### config.mk
export PLATFORM = sky130hd
export DESIGN_NAME = mandelbrot_escape_time_core
export DESIGN_NICKNAME = d
export VERILOG_FILES = /design/src/hw/rtl/met_pkg.sv /design/src/hw/rtl/mandelbrot_escape_time_core.sv /design/src/hw/rtl/met_fifo.sv /design/src/hw/rtl/met_front.sv /design/src/hw/rtl/met_mul.sv /design/src/hw/rtl/met_back.sv
export SDC_FILE = /design/constraint.sdc
export NUM_CORES = 2
export LEC_CHECK = 0
export BUFFER_PORTS_ARGS = -buffer_cell sky130_fd_sc_hd__buf_4
export CAP_MARGIN = 20
export CORE_UTILIZATION = 40
export DETAILED_ROUTE_END_ITERATION = 10
export PLACE_DENSITY = 0.67
export SYNTH_ARGS = -nofsm -noshare
export SYNTH_HDL_FRONTEND = slang
export SYNTH_HIERARCHICAL = 1
export SYNTH_SLANG_ARGS = --single-unit
export TNS_END_PERCENT = 10
### constraint.sdc
create_clock -name clk -period 35.6 [get_ports clk]
set_input_delay 7.12 -clock clk [delete_from_list [all_inputs] [get_ports clk]]
set_output_delay 7.12 -clock clk [all_outputs]
set_load 0.1 [all_outputs]
### src/hw/rtl/met_pkg.sv
package met_pkg;

    // Fixed field widths
    localparam int COORD_BITS  = 48;
    localparam int FRAC_BITS   = 28;
    localparam int DIM_BITS    = 12;
    localparam int COUNT_BITS  = 16;
    localparam int SIZE_BITS   = DIM_BITS + 1;
    localparam int STEP_BITS   = COORD_BITS - 1;
    localparam int OFFSET_BITS = DIM_BITS + 2;
    localparam int INDEX_BITS  = 2 * DIM_BITS;

    // Multiplier splits each magnitude into two halves
    localparam int HALF_BITS = (COORD_BITS + 1) / 2;

    localparam int QUEUE_DEPTH = 2;

    // Configuration port
    localparam int CFG_INDEX_BITS = 3;
    localparam int CFG_DATA_BITS  = COORD_BITS;

    localparam logic [CFG_INDEX_BITS-1:0] REG_CENTER_RE      = 3'd0;
    localparam logic [CFG_INDEX_BITS-1:0] REG_CENTER_IM      = 3'd1;
    localparam logic [CFG_INDEX_BITS-1:0] REG_PIXEL_STEP     = 3'd2;
    localparam logic [CFG_INDEX_BITS-1:0] REG_IMAGE_WIDTH    = 3'd3;
    localparam logic [CFG_INDEX_BITS-1:0] REG_IMAGE_HEIGHT   = 3'd4;
    localparam logic [CFG_INDEX_BITS-1:0] REG_MAX_ITERATIONS = 3'd5;
    localparam logic [CFG_INDEX_BITS-1:0] REG_BAILOUT        = 3'd6;

    // Post-multiply shift selection
    localparam logic [1:0] SHIFT_MAP    = 2'd0;
    localparam logic [1:0] SHIFT_SQUARE = 2'd1;
    localparam logic [1:0] SHIFT_DOUBLE = 2'd2;

    localparam logic signed [COORD_BITS-1:0] COORD_MAX = {1'b0, {(COORD_BITS-1){1'b1}}};
    localparam logic signed [COORD_BITS-1:0] COORD_MIN = {1'b1, {(COORD_BITS-1){1'b0}}};

    typedef struct packed {
        logic [DIM_BITS-1:0] column;
        logic [DIM_BITS-1:0] row;
    } in_item_t;

    typedef struct packed {
        logic [COUNT_BITS-1:0]        iteration_count;
        logic                         interior;
        logic signed [COORD_BITS-1:0] final_re;
        logic signed [COORD_BITS-1:0] final_im;
        logic [INDEX_BITS-1:0]        pixel_index;
    } out_item_t;

    typedef struct packed {
        logic signed [COORD_BITS-1:0] center_re;
        logic signed [COORD_BITS-1:0] center_im;
        logic [STEP_BITS-1:0]         pixel_step;
        logic [SIZE_BITS-1:0]         image_width;
        logic [SIZE_BITS-1:0]         image_height;
        logic [COUNT_BITS-1:0]        max_iterations;
        logic [STEP_BITS-1:0]         bailout_squared;
    } cfg_t;

    localparam cfg_t CFG_RESET = '{
        center_re:       '0,
        center_im:       '0,
        pixel_step:      47'd786432,
        image_width:     13'd1024,
        image_height:    13'd768,
        max_iterations:  16'd200,
        bailout_squared: 47'd17592186044416
    };

    // Queued work: no-iteration flag, pixel offsets (2*pixel - size) and precomputed index
    typedef struct packed {
        logic                          no_iter;
        logic signed [OFFSET_BITS-1:0] d_re;
        logic signed [OFFSET_BITS-1:0] d_im;
        logic [INDEX_BITS-1:0]         pixel_index;
    } job_t;

    typedef struct packed {
        logic       start;
        logic [1:0] shift_sel;
    } mul_req_t;

    typedef struct packed {
        logic done;
    } mul_rsp_t;

    function automatic logic signed [COORD_BITS-1:0] sat_sum(
        input logic signed [COORD_BITS:0] s
    );
        logic signed [COORD_BITS-1:0] r;
        if (s[COORD_BITS] != s[COORD_BITS-1])
        begin
            r = s[COORD_BITS] ? COORD_MIN : COORD_MAX;
        end
        else
        begin
            r = s[COORD_BITS-1:0];
        end
        return r;
    endfunction

    function automatic logic signed [COORD_BITS-1:0] sat_add(
        input logic signed [COORD_BITS-1:0] a,
        input logic signed [COORD_BITS-1:0] b
    );
        logic signed [COORD_BITS:0] s;
        s = {a[COORD_BITS-1], a} + {b[COORD_BITS-1], b};
        return sat_sum(s);
    endfunction

    function automatic logic signed [COORD_BITS-1:0] sat_sub(
        input logic signed [COORD_BITS-1:0] a,
        input logic signed [COORD_BITS-1:0] b
    );
        logic signed [COORD_BITS:0] s;
        s = {a[COORD_BITS-1], a} - {b[COORD_BITS-1], b};
        return sat_sum(s);
    endfunction

endpackage

### src/hw/rtl/mandelbrot_escape_time_core.sv
// Mandelbrot escape-time engine, one pixel per item.
// Input channel (in_valid/in_ready, in_item): pixel column and row. The front
// maps the pixel to its offsets and index and drops it into a short queue, so
// new items are taken while an earlier pixel is still iterating.
// Output channel (out_valid/out_ready, out_item): iteration count, interior
// flag, final z and linear pixel index, in input order, from an output
// register. A stalled receiver holds the finished item there; the engine then
// waits in its done state and the queue fills until in_ready drops.
// Config port (cfg_write, cfg_index, cfg_data): one register per write, taken
// at the clock edge; write only while no pixel is in flight.
// Arithmetic: one shared multiply unit builds each 48x48 product from four
// 24x24 partial products, then rounds and saturates. Mapping takes 2 products,
// each iteration 3, and the test in which the pixel escapes 2 more; with zero
// limit or zero bailout no product is made. The engine works on one pixel at
// a time and takes the next from the queue once the last result is in the
// output register.
// Reset: async active low; clears queue, engine and output valid, and loads
// the default view (center 0, step 786432, 1024x768, limit 200, bailout 256^2).
module mandelbrot_escape_time_core #(
    parameter int QUEUE_DEPTH = met_pkg::QUEUE_DEPTH
) (
    input  logic                                 clk,
    input  logic                                 rst_n,
    input  logic                                 cfg_write,
    input  logic [met_pkg::CFG_INDEX_BITS-1:0]   cfg_index,
    input  logic [met_pkg::CFG_DATA_BITS-1:0]    cfg_data,
    input  logic                                 in_valid,
    output logic                                 in_ready,
    input  met_pkg::in_item_t                    in_item,
    output logic                                 out_valid,
    input  logic                                 out_ready,
    output met_pkg::out_item_t                   out_item
);

    localparam int JOB_BITS = $bits(met_pkg::job_t);

    met_pkg::cfg_t  cfg_reg, cfg_next;
    met_pkg::job_t  front_job, back_job;
    logic           push, full, pop, not_empty;
    logic [JOB_BITS-1:0] push_vec, pop_vec;

    always_comb
    begin
        cfg_next = cfg_reg;
        if (cfg_write)
        begin
            case (cfg_index)
                met_pkg::REG_CENTER_RE:
                    cfg_next.center_re = cfg_data[met_pkg::COORD_BITS-1:0];
                met_pkg::REG_CENTER_IM:
                    cfg_next.center_im = cfg_data[met_pkg::COORD_BITS-1:0];
                met_pkg::REG_PIXEL_STEP:
                    cfg_next.pixel_step = cfg_data[met_pkg::STEP_BITS-1:0];
                met_pkg::REG_IMAGE_WIDTH:
                    cfg_next.image_width = cfg_data[met_pkg::SIZE_BITS-1:0];
                met_pkg::REG_IMAGE_HEIGHT:
                    cfg_next.image_height = cfg_data[met_pkg::SIZE_BITS-1:0];
                met_pkg::REG_MAX_ITERATIONS:
                    cfg_next.max_iterations = cfg_data[met_pkg::COUNT_BITS-1:0];
                met_pkg::REG_BAILOUT:
                    cfg_next.bailout_squared = cfg_data[met_pkg::STEP_BITS-1:0];
                default:
                    cfg_next = cfg_reg;
            endcase
        end
    end

    always_ff @(posedge clk or negedge rst_n)
    begin
        if (!rst_n)
        begin
            cfg_reg <= met_pkg::CFG_RESET;
        end
        else
        begin
            cfg_reg <= cfg_next;
        end
    end

    met_front u_front (
        .cfg       (cfg_reg),
        .in_valid  (in_valid),
        .in_ready  (in_ready),
        .in_item   (in_item),
        .full      (full),
        .push      (push),
        .push_data (front_job)
    );

    assign push_vec = front_job;
    assign back_job = met_pkg::job_t'(pop_vec);

    met_fifo #(
        .WIDTH (JOB_BITS),
        .DEPTH (QUEUE_DEPTH)
    ) u_queue (
        .clk       (clk),
        .rst_n     (rst_n),
        .push      (push),
        .push_data (push_vec),
        .full      (full),
        .pop       (pop),
        .not_empty (not_empty),
        .pop_data  (pop_vec)
    );

    met_back u_back (
        .clk       (clk),
        .rst_n     (rst_n),
        .cfg       (cfg_reg),
        .job_valid (not_empty),
        .job       (back_job),
        .job_pop   (pop),
        .out_valid (out_valid),
        .out_ready (out_ready),
        .out_item  (out_item)
    );

endmodule

### src/hw/rtl/met_fifo.sv
module met_fifo #(
    parameter int WIDTH = 8,
    parameter int DEPTH = 2
) (
    input  logic             clk,
    input  logic             rst_n,
    input  logic             push,
    input  logic [WIDTH-1:0] push_data,
    output logic             full,
    input  logic             pop,
    output logic             not_empty,
    output logic [WIDTH-1:0] pop_data
);

    // DEPTH of 2 or more
    localparam int PTR_BITS = $clog2(DEPTH);
    localparam int CNT_BITS = $clog2(DEPTH + 1);

    logic [WIDTH-1:0]    mem_reg [DEPTH];
    logic [PTR_BITS-1:0] wr_ptr_reg, wr_ptr_next;
    logic [PTR_BITS-1:0] rd_ptr_reg, rd_ptr_next;
    logic [CNT_BITS-1:0] count_reg, count_next;

    assign full      = (count_reg == CNT_BITS'(DEPTH));
    assign not_empty = (count_reg != '0);
    assign pop_data  = mem_reg[rd_ptr_reg];

    always_comb
    begin
        wr_ptr_next = wr_ptr_reg;
        rd_ptr_next = rd_ptr_reg;
        count_next  = count_reg;
        if (push)
        begin
            wr_ptr_next = (wr_ptr_reg == PTR_BITS'(DEPTH - 1)) ? '0 : wr_ptr_reg + 1'b1;
        end
        if (pop)
        begin
            rd_ptr_next = (rd_ptr_reg == PTR_BITS'(DEPTH - 1)) ? '0 : rd_ptr_reg + 1'b1;
        end
        case ({push, pop})
            2'b10:   count_next = count_reg + 1'b1;
            2'b01:   count_next = count_reg - 1'b1;
            default: count_next = count_reg;
        endcase
    end

    always_ff @(posedge clk or negedge rst_n)
    begin
        if (!rst_n)
        begin
            wr_ptr_reg <= '0;
            rd_ptr_reg <= '0;
            count_reg  <= '0;
        end
        else
        begin
            wr_ptr_reg <= wr_ptr_next;
            rd_ptr_reg <= rd_ptr_next;
            count_reg  <= count_next;
        end
    end

    always_ff @(posedge clk)
    begin
        if (push)
        begin
            mem_reg[wr_ptr_reg] <= push_data;
        end
    end

endmodule

### src/hw/rtl/met_front.sv
module met_front (
    input  met_pkg::cfg_t     cfg,
    input  logic              in_valid,
    output logic              in_ready,
    input  met_pkg::in_item_t in_item,
    input  logic              full,
    output logic              push,
    output met_pkg::job_t     push_data
);

    localparam int OB = met_pkg::OFFSET_BITS;
    localparam int IB = met_pkg::INDEX_BITS;

    logic [OB-1:0] col2, row2, wide_w, wide_h;
    logic [IB:0]   index_prod;

    assign in_ready = !full;
    assign push     = in_valid && !full;

    always_comb
    begin
        col2   = {1'b0, in_item.column, 1'b0};
        row2   = {1'b0, in_item.row, 1'b0};
        wide_w = {1'b0, cfg.image_width};
        wide_h = {1'b0, cfg.image_height};
        index_prod = (IB + 1)'(in_item.row) * (IB + 1)'(cfg.image_width);

        push_data.d_re        = $signed(col2 - wide_w);
        push_data.d_im        = $signed(row2 - wide_h);
        push_data.pixel_index = index_prod[IB-1:0] + IB'(in_item.column);
        // zero limit or zero bailout: no update is ever made
        push_data.no_iter     = (cfg.max_iterations == '0) || (cfg.bailout_squared == '0);
    end

endmodule

### src/hw/rtl/met_mul.sv
module met_mul (
    input  logic                                  clk,
    input  logic                                  rst_n,
    input  met_pkg::mul_req_t                     req,
    input  logic signed [met_pkg::COORD_BITS-1:0] a,
    input  logic signed [met_pkg::COORD_BITS-1:0] b,
    output met_pkg::mul_rsp_t                     rsp,
    output logic signed [met_pkg::COORD_BITS-1:0] result
);

    localparam int CB = met_pkg::COORD_BITS;
    localparam int FB = met_pkg::FRAC_BITS;
    localparam int H  = met_pkg::HALF_BITS;
    localparam int PW = 2 * H;
    localparam int AW = 4 * H;

    localparam logic [1:0] M_IDLE  = 2'd0;
    localparam logic [1:0] M_PART  = 2'd1;
    localparam logic [1:0] M_ROUND = 2'd2;
    localparam logic [1:0] M_SAT   = 2'd3;

    localparam logic [AW-1:0] BIAS_MAP    = AW'(1);
    localparam logic [AW-1:0] BIAS_SQUARE = (AW'(1) << FB) - AW'(1);
    localparam logic [AW-1:0] BIAS_DOUBLE = (AW'(1) << (FB - 1)) - AW'(1);

    logic [1:0]            state_reg, state_next;
    logic [1:0]            part_reg, part_next;
    logic [PW-1:0]         ua_reg, ua_next, ub_reg, ub_next;
    logic                  neg_reg, neg_next;
    logic [1:0]            sel_reg, sel_next;
    logic [AW-1:0]         acc_reg, acc_next;
    logic [AW-1:0]         q_reg, q_next;
    logic signed [CB-1:0]  result_reg, result_next;
    logic                  done_reg, done_next;

    logic [CB-1:0] raw_a, raw_b, mag_a, mag_b, q_neg;
    logic [H-1:0]  ha, hb;
    logic [PW-1:0] pp;
    logic [AW-1:0] pp_shift, bias, biased;

    assign rsp.done = done_reg;
    assign result   = result_reg;

    always_comb
    begin
        raw_a = a;
        raw_b = b;
        mag_a = a[CB-1] ? (~raw_a + 1'b1) : raw_a;
        mag_b = b[CB-1] ? (~raw_b + 1'b1) : raw_b;

        ha = part_reg[1] ? ua_reg[PW-1:H] : ua_reg[H-1:0];
        hb = part_reg[0] ? ub_reg[PW-1:H] : ub_reg[H-1:0];
        pp = PW'(ha) * PW'(hb);
        case (part_reg)
            2'd0:    pp_shift = {{(2*H){1'b0}}, pp};
            2'd3:    pp_shift = {pp, {(2*H){1'b0}}};
            default: pp_shift = {{H{1'b0}}, pp, {H{1'b0}}};
        endcase

        // floor of a negative quotient: negate the ceiling of the magnitude
        case (sel_reg)
            met_pkg::SHIFT_MAP:    bias = BIAS_MAP;
            met_pkg::SHIFT_SQUARE: bias = BIAS_SQUARE;
            met_pkg::SHIFT_DOUBLE: bias = BIAS_DOUBLE;
            default:               bias = '0;
        endcase
        biased = acc_reg + (neg_reg ? bias : '0);

        q_neg = ~q_reg[CB-1:0] + 1'b1;

        state_next  = state_reg;
        part_next   = part_reg;
        ua_next     = ua_reg;
        ub_next     = ub_reg;
        neg_next    = neg_reg;
        sel_next    = sel_reg;
        acc_next    = acc_reg;
        q_next      = q_reg;
        result_next = result_reg;
        done_next   = 1'b0;

        case (state_reg)
            M_IDLE:
            begin
                if (req.start)
                begin
                    ua_next    = PW'(mag_a);
                    ub_next    = PW'(mag_b);
                    neg_next   = a[CB-1] ^ b[CB-1];
                    sel_next   = req.shift_sel;
                    acc_next   = '0;
                    part_next  = '0;
                    state_next = M_PART;
                end
            end
            M_PART:
            begin
                acc_next  = acc_reg + pp_shift;
                part_next = part_reg + 1'b1;
                if (part_reg == 2'd3)
                begin
                    state_next = M_ROUND;
                end
            end
            M_ROUND:
            begin
                case (sel_reg)
                    met_pkg::SHIFT_MAP:    q_next = biased >> 1;
                    met_pkg::SHIFT_DOUBLE: q_next = biased >> (FB - 1);
                    default:               q_next = biased >> FB;
                endcase
                state_next = M_SAT;
            end
            M_SAT:
            begin
                if (!neg_reg)
                begin
                    result_next = (|q_reg[AW-1:CB-1]) ? met_pkg::COORD_MAX
                                                      : $signed(q_reg[CB-1:0]);
                end
                else if ((|q_reg[AW-1:CB]) || (q_reg[CB-1] && (|q_reg[CB-2:0])))
                begin
                    result_next = met_pkg::COORD_MIN;
                end
                else
                begin
                    result_next = $signed(q_neg);
                end
                done_next  = 1'b1;
                state_next = M_IDLE;
            end
            default:
            begin
                state_next = M_IDLE;
            end
        endcase
    end

    always_ff @(posedge clk or negedge rst_n)
    begin
        if (!rst_n)
        begin
            state_reg <= M_IDLE;
            done_reg  <= 1'b0;
        end
        else
        begin
            state_reg <= state_next;
            done_reg  <= done_next;
        end
    end

    always_ff @(posedge clk)
    begin
        part_reg   <= part_next;
        ua_reg     <= ua_next;
        ub_reg     <= ub_next;
        neg_reg    <= neg_next;
        sel_reg    <= sel_next;
        acc_reg    <= acc_next;
        q_reg      <= q_next;
        result_reg <= result_next;
    end

endmodule

### src/hw/rtl/met_back.sv
module met_back (
    input  logic               clk,
    input  logic               rst_n,
    input  met_pkg::cfg_t      cfg,
    input  logic               job_valid,
    input  met_pkg::job_t      job,
    output logic               job_pop,
    output logic               out_valid,
    input  logic               out_ready,
    output met_pkg::out_item_t out_item
);

    localparam int CB = met_pkg::COORD_BITS;
    localparam int OB = met_pkg::OFFSET_BITS;
    localparam int NB = met_pkg::COUNT_BITS;
    localparam int IB = met_pkg::INDEX_BITS;

    localparam logic [2:0] S_IDLE   = 3'd0;
    localparam logic [2:0] S_MAP_RE = 3'd1;
    localparam logic [2:0] S_MAP_IM = 3'd2;
    localparam logic [2:0] S_CHECK  = 3'd3;
    localparam logic [2:0] S_SQ_RE  = 3'd4;
    localparam logic [2:0] S_SQ_IM  = 3'd5;
    localparam logic [2:0] S_CROSS  = 3'd6;
    localparam logic [2:0] S_DONE   = 3'd7;

    logic [2:0]           state_reg, state_next;
    logic                 out_valid_reg, out_valid_next;
    met_pkg::out_item_t   out_item_reg, out_item_next;
    logic [IB-1:0]        index_reg, index_next;
    logic signed [OB-1:0] d_im_reg, d_im_next;
    logic signed [CB-1:0] cre_reg, cre_next, cim_reg, cim_next;
    logic signed [CB-1:0] zr_reg, zr_next, zi_reg, zi_next;
    logic signed [CB-1:0] r2_reg, r2_next;
    logic [NB-1:0]        it_reg, it_next;

    met_pkg::mul_req_t    mul_req;
    met_pkg::mul_rsp_t    mul_rsp;
    logic signed [CB-1:0] mul_a, mul_b, mul_result;

    logic signed [CB-1:0] step_s, esc_sum;
    logic                 out_free;

    met_mul u_mul (
        .clk    (clk),
        .rst_n  (rst_n),
        .req    (mul_req),
        .a      (mul_a),
        .b      (mul_b),
        .rsp    (mul_rsp),
        .result (mul_result)
    );

    assign out_valid = out_valid_reg;
    assign out_item  = out_item_reg;

    always_comb
    begin
        step_s   = $signed({1'b0, cfg.pixel_step});
        esc_sum  = met_pkg::sat_add(r2_reg, mul_result);
        out_free = !out_valid_reg || out_ready;

        state_next     = state_reg;
        out_valid_next = out_valid_reg;
        out_item_next  = out_item_reg;
        index_next     = index_reg;
        d_im_next      = d_im_reg;
        cre_next       = cre_reg;
        cim_next       = cim_reg;
        zr_next        = zr_reg;
        zi_next        = zi_reg;
        r2_next        = r2_reg;
        it_next        = it_reg;
        job_pop        = 1'b0;

        mul_req.start     = 1'b0;
        mul_req.shift_sel = met_pkg::SHIFT_SQUARE;
        mul_a             = zr_reg;
        mul_b             = zr_reg;

        if (out_ready)
        begin
            out_valid_next = 1'b0;
        end

        case (state_reg)
            S_IDLE:
            begin
                if (job_valid)
                begin
                    job_pop    = 1'b1;
                    index_next = job.pixel_index;
                    d_im_next  = job.d_im;
                    zr_next    = '0;
                    zi_next    = '0;
                    it_next    = '0;
                    if (job.no_iter)
                    begin
                        state_next = S_DONE;
                    end
                    else
                    begin
                        mul_req.start     = 1'b1;
                        mul_req.shift_sel = met_pkg::SHIFT_MAP;
                        mul_a             = {{(CB-OB){job.d_re[OB-1]}}, job.d_re};
                        mul_b             = step_s;
                        state_next        = S_MAP_RE;
                    end
                end
            end
            S_MAP_RE:
            begin
                if (mul_rsp.done)
                begin
                    cre_next          = met_pkg::sat_add(cfg.center_re, mul_result);
                    mul_req.start     = 1'b1;
                    mul_req.shift_sel = met_pkg::SHIFT_MAP;
                    mul_a             = {{(CB-OB){d_im_reg[OB-1]}}, d_im_reg};
                    mul_b             = step_s;
                    state_next        = S_MAP_IM;
                end
            end
            S_MAP_IM:
            begin
                if (mul_rsp.done)
                begin
                    cim_next   = met_pkg::sat_add(cfg.center_im, mul_result);
                    state_next = S_CHECK;
                end
            end
            S_CHECK:
            begin
                if (it_reg >= cfg.max_iterations)
                begin
                    state_next = S_DONE;
                end
                else
                begin
                    mul_req.start = 1'b1;
                    mul_a         = zr_reg;
                    mul_b         = zr_reg;
                    state_next    = S_SQ_RE;
                end
            end
            S_SQ_RE:
            begin
                if (mul_rsp.done)
                begin
                    r2_next       = mul_result;
                    mul_req.start = 1'b1;
                    mul_a         = zi_reg;
                    mul_b         = zi_reg;
                    state_next    = S_SQ_IM;
                end
            end
            S_SQ_IM:
            begin
                if (mul_rsp.done)
                begin
                    if (esc_sum >= $signed({1'b0, cfg.bailout_squared}))
                    begin
                        state_next = S_DONE;
                    end
                    else
                    begin
                        // r2 now holds re^2 - im^2
                        r2_next           = met_pkg::sat_sub(r2_reg, mul_result);
                        mul_req.start     = 1'b1;
                        mul_req.shift_sel = met_pkg::SHIFT_DOUBLE;
                        mul_a             = zr_reg;
                        mul_b             = zi_reg;
                        state_next        = S_CROSS;
                    end
                end
            end
            S_CROSS:
            begin
                if (mul_rsp.done)
                begin
                    zr_next    = met_pkg::sat_add(r2_reg, cre_reg);
                    zi_next    = met_pkg::sat_add(mul_result, cim_reg);
                    it_next    = it_reg + 1'b1;
                    state_next = S_CHECK;
                end
            end
            S_DONE:
            begin
                if (out_free)
                begin
                    out_valid_next                = 1'b1;
                    out_item_next.iteration_count = it_reg;
                    out_item_next.interior        = (it_reg == cfg.max_iterations);
                    out_item_next.final_re        = zr_reg;
                    out_item_next.final_im        = zi_reg;
                    out_item_next.pixel_index     = index_reg;
                    state_next                    = S_IDLE;
                end
            end
            default:
            begin
                state_next = S_IDLE;
            end
        endcase
    end

    always_ff @(posedge clk or negedge rst_n)
    begin
        if (!rst_n)
        begin
            state_reg     <= S_IDLE;
            out_valid_reg <= 1'b0;
        end
        else
        begin
            state_reg     <= state_next;
            out_valid_reg <= out_valid_next;
        end
    end

    always_ff @(posedge clk)
    begin
        out_item_reg <= out_item_next;
        index_reg    <= index_next;
        d_im_reg     <= d_im_next;
        cre_reg      <= cre_next;
        cim_reg      <= cim_next;
        zr_reg       <= zr_next;
        zi_reg       <= zi_next;
        r2_reg       <= r2_next;
        it_reg       <= it_next;
    end

endmodule

==> reports/results.md <==
* 0.83 ns — worst-skew pair later-pin latency
* 26.6 µm — wire length per cell after detailed routing
* 0.403 — effective utilization at floorplan
* edfxtp_1 — top_reg_cell synth
* 0.101 mV — worst IR drop on VDD
* 503 µm — die width
* no — RSZ-0062 raised after global routing
* 4 — number of buffers and inverters on the critical path
* 0 — Post-CTS Resized
* u_back/out_item[14]$_DFFE_PP_ — hold-critical path endpoint
* compound AO/OA/AOI/OAI gates — category of cells accounting for the largest share of critical-path delay
* 4 — H-tree depth
* 136 — number of buffers inserted during clock tree synthesis
* 0.0540 ns — skew final
* 219 — # IOs
* 1.23 ns — slew at the pin closest to its max-slew limit
* 13.40 ns — time the worst path needs with I/O delays and setup
* 6 — Synth warnings
* 1,120 — flops & latches, synth
* 73 — critical path peak fanout
* 12.0k — number of nets in the finished design
* 0 — Final setup viols
* flop to flop — worst setup path category
* 42.6 nW/µm² — power density relative to cell area
* 0 ns — final-layout setup total negative slack
* 0 — pins over their slew limit
* built — CTS tree
* 4690 µW — power after layout
* 0.442 — final core area utilization
* 0.0470 µW — leakage component of the power
* 84.5k — total via count after detailed routing
* o31ai_1 — Crit-path slowest cell
* 41 — R2R depth
* 6.02 — via density per instance
* 0.176 — worst slew margin relative to its limit
* 106,000 µm² — total cell area at the placement stage
* or3_4 — library cell appearing most often on the critical path
* 0 — number of maximum-capacitance violations
* inv_1 — most common cell after layout, fill and taps aside
* u_back/index_reg[14]$_DFFE_PP_ — Hold Path Origin
* 98 — maximum number of pins on one net before global-route repair
* 110,000 µm² — summed area of non-filler cells in the final layout
* 0.290 — total global routing track utilization
* 48 — antenna violations before repair
* u_back/u_mul/ub_reg[44]$_DFFE_PP_ — worst flop-to-flop path endpoint
* 3 — maximum buffer depth of the clock tree
* flop to flop — Hold/Removal Path Class
* u_back/u_mul/result[1]$_DFFE_PP_ — reg-to-reg startpoint
* 0 — Fin. Hold Viols
* 82.2k — via count of the first global-routing pass
* 13.92 ns — data arrival time of the critical path
* 1,120 — number of sinks handled by clock tree synthesis
* 0 — # hold bufs at CTS
* 0 — number of stages on the worst hold path
* 0.376 — final period utilization
* 0.416 ns — Min Hold Slack
* 0 — count of nets left with antenna violations after detail routing
* 0.73 ns — delay contributed by the slowest stage of the critical path
* 503 µm — die extent in y
* 9.45% — layout-stage area growth over the synthesis result
* 545,000 µm — first-pass GRT wire length
* 877 — number of flops mapped to enable cells by yosys
* 232 — number of flip-flops under the largest register name
* 0.0929 — fraction of final layout cells sized beyond drive strength 1
* 0.217 — share of synthesized flip-flops with an asynchronous set or reset
* flop — critical path capture point type
* 116 — Distinct cells, synth
* 218 — buffers added on ports
* 373,000 µm — total length of routed wires
* 253,000 µm² — DIE AREA
* 0.0746 GHz — maximum clock frequency
* 32,400 µm² — sequential standard cell area
* 183 — number of placement rows
* 291,000 µm — DP Wirelength
* 1.05 — routability-driven placement congestion ratio
* flop — category of the worst setup path launch point
* completed — status
* 0 — Post-route DRC
* 6 — drt pass-1 iters
* 9.50 µm² — mean area per synthesized cell
* u_back/u_mul/result[1]$_DFFE_PP_ — launch point of the worst path
* 0 — buffer count from post-CTS setup fixing
* clkbuf_16 — buffer type at the clock tree root
* 101,000 µm² — post-synth design cell area
* 0 — total overflow reported by the global router
* 10.6k — post-synthesis instance total
* 9,527 — DRC marker count from the first detailed-route iteration
* 1,072 x inv_1, 973 x nand2_1, 877 x edfxtp_1 — most frequent cells in the layout
* 12.0k — post-synthesis net count
* 36.12 ns — data required time at the worst endpoint
* 0.06 ns — Clock Pin Slew Worst Setup and Hold Paths
* 249,000 µm² — core area
* 0.322 — share of synthesized area occupied by flip-flops and latches
* 62,300 µm² — area of the multi-input gates
* 23.6k — fill count
* 22.20 ns — Register-to-Register Setup Slack
-- routing by layer --
layer / routed length, µm / GRT usage / vias up
met5: 152 / 0 / -
met4: 26000 / 0.175 / 22
met3: 35100 / 0.0547 / 949
met2: 161000 / 0.441 / 4382
met1: 150000 / 0.382 / 41900
li1: - / - / 37200
-- report_power, final --
group	switching, µW	total [µW]	internal (µW)
Sequential	74.6	1740	1670
Combinational	890	1530	641
Clock	609	1420	814
-- metrics by stage --
stage,cells,worst slack [ns]
after floorplan,10600,20.74
after global placement,13800,22.51
after detailed placement,13800,22.47
after CTS,14000,22.37
after global routing,14000,21.49
final,14000,22.20
-- layout make-up --
type	instances	area share
Clock inverter	76	0.00744
Sequential cell	1120	0.295
Clock buffer	173	0.0334
Antenna cell	14	0.000318
Inverter	1076	0.0367
Timing Repair Buffer	348	0.0238
Tap cell	3330	0.0378
Multi-Input combinational cell	7902	0.566
-- Yosys cell counts (28+ instances only) --
master    number  area share
fa_1         612        0.12
o22ai_1       66      0.0041
nand4_1      129      0.0080
or2_2         31      0.0019
a22oi_1       90      0.0067
mux2_2       227       0.025
a21o_1       262       0.020
nor2_1       886       0.033
clkbuf_1     414       0.015
buf_2         31      0.0015
o211ai_1      67      0.0050
o21a_1        70      0.0052
a221oi_1      42      0.0037
a211oi_1      94      0.0070
xor2_1       218       0.019
dfrtp_1      234       0.058
o31ai_1       70      0.0052
or3_1         48      0.0030
and2_1       168       0.010
mux2i_1       57      0.0057
ha_1         757       0.094
nor4_1        75      0.0047
nor2b_1       88      0.0055
o21bai_1     107      0.0080
o21ai_0      520       0.026
edfxtp_1     877        0.26
a22o_1        35      0.0030
and3_1        63      0.0039
a221o_1       28      0.0028
inv_1       1072       0.040
a21oi_1      699       0.035
mux2_1        57      0.0064
nor3_1       165      0.0082
nand2b_1      82      0.0051
mux2_4        49      0.0073
nand3_1      170      0.0085
xnor2_1      410       0.036
a31oi_1       70      0.0044
nand2_1      976       0.036
-- worst register-to-register path: cells and delay by family (launching register included) --
kind                       cells  cell delay (ns)
and+or+nand+nor               11             3.92
DFF                            1             0.54
adders and majority gates      3             1.33
xor gates and xnor gates       2             0.24
AOI/OAI and AO/OA             21             5.94
buffers and inverters          4             1.12
-- cell families after synthesis --
family                     after synthesis  synth area share
and+or+nand+nor                       2996             0.139
AOI/OAI and AO/OA                     2494             0.160
buffers and inverters                 1569            0.0609
adders and majority gates             1394             0.218
DFF                                   1120             0.322
xor gates and xnor gates               628            0.0547
muxes                                  390            0.0448
-- worst max path at each step --
stage	to	slack, ns	cells after the start
2_1_floorplan	u_back/u_mul/acc_reg[0]$_SDFFCE_PN0P_	20.74	35
3_3_place_gp	u_back/u_mul/ub_reg[46]$_DFFE_PP_	22.51	40
3_5_place_dp	u_back/u_mul/ub_reg[44]$_DFFE_PP_	22.47	41
4_1_cts	u_back/u_mul/ub_reg[44]$_DFFE_PP_	22.37	41
5_1_grt	u_back/u_mul/ub_reg[44]$_DFFE_PP_	21.49	41
6_report	u_back/u_mul/ub_reg[44]$_DFFE_PP_	22.20	41
Note: power is estimated with default switching activity, not from simulation.
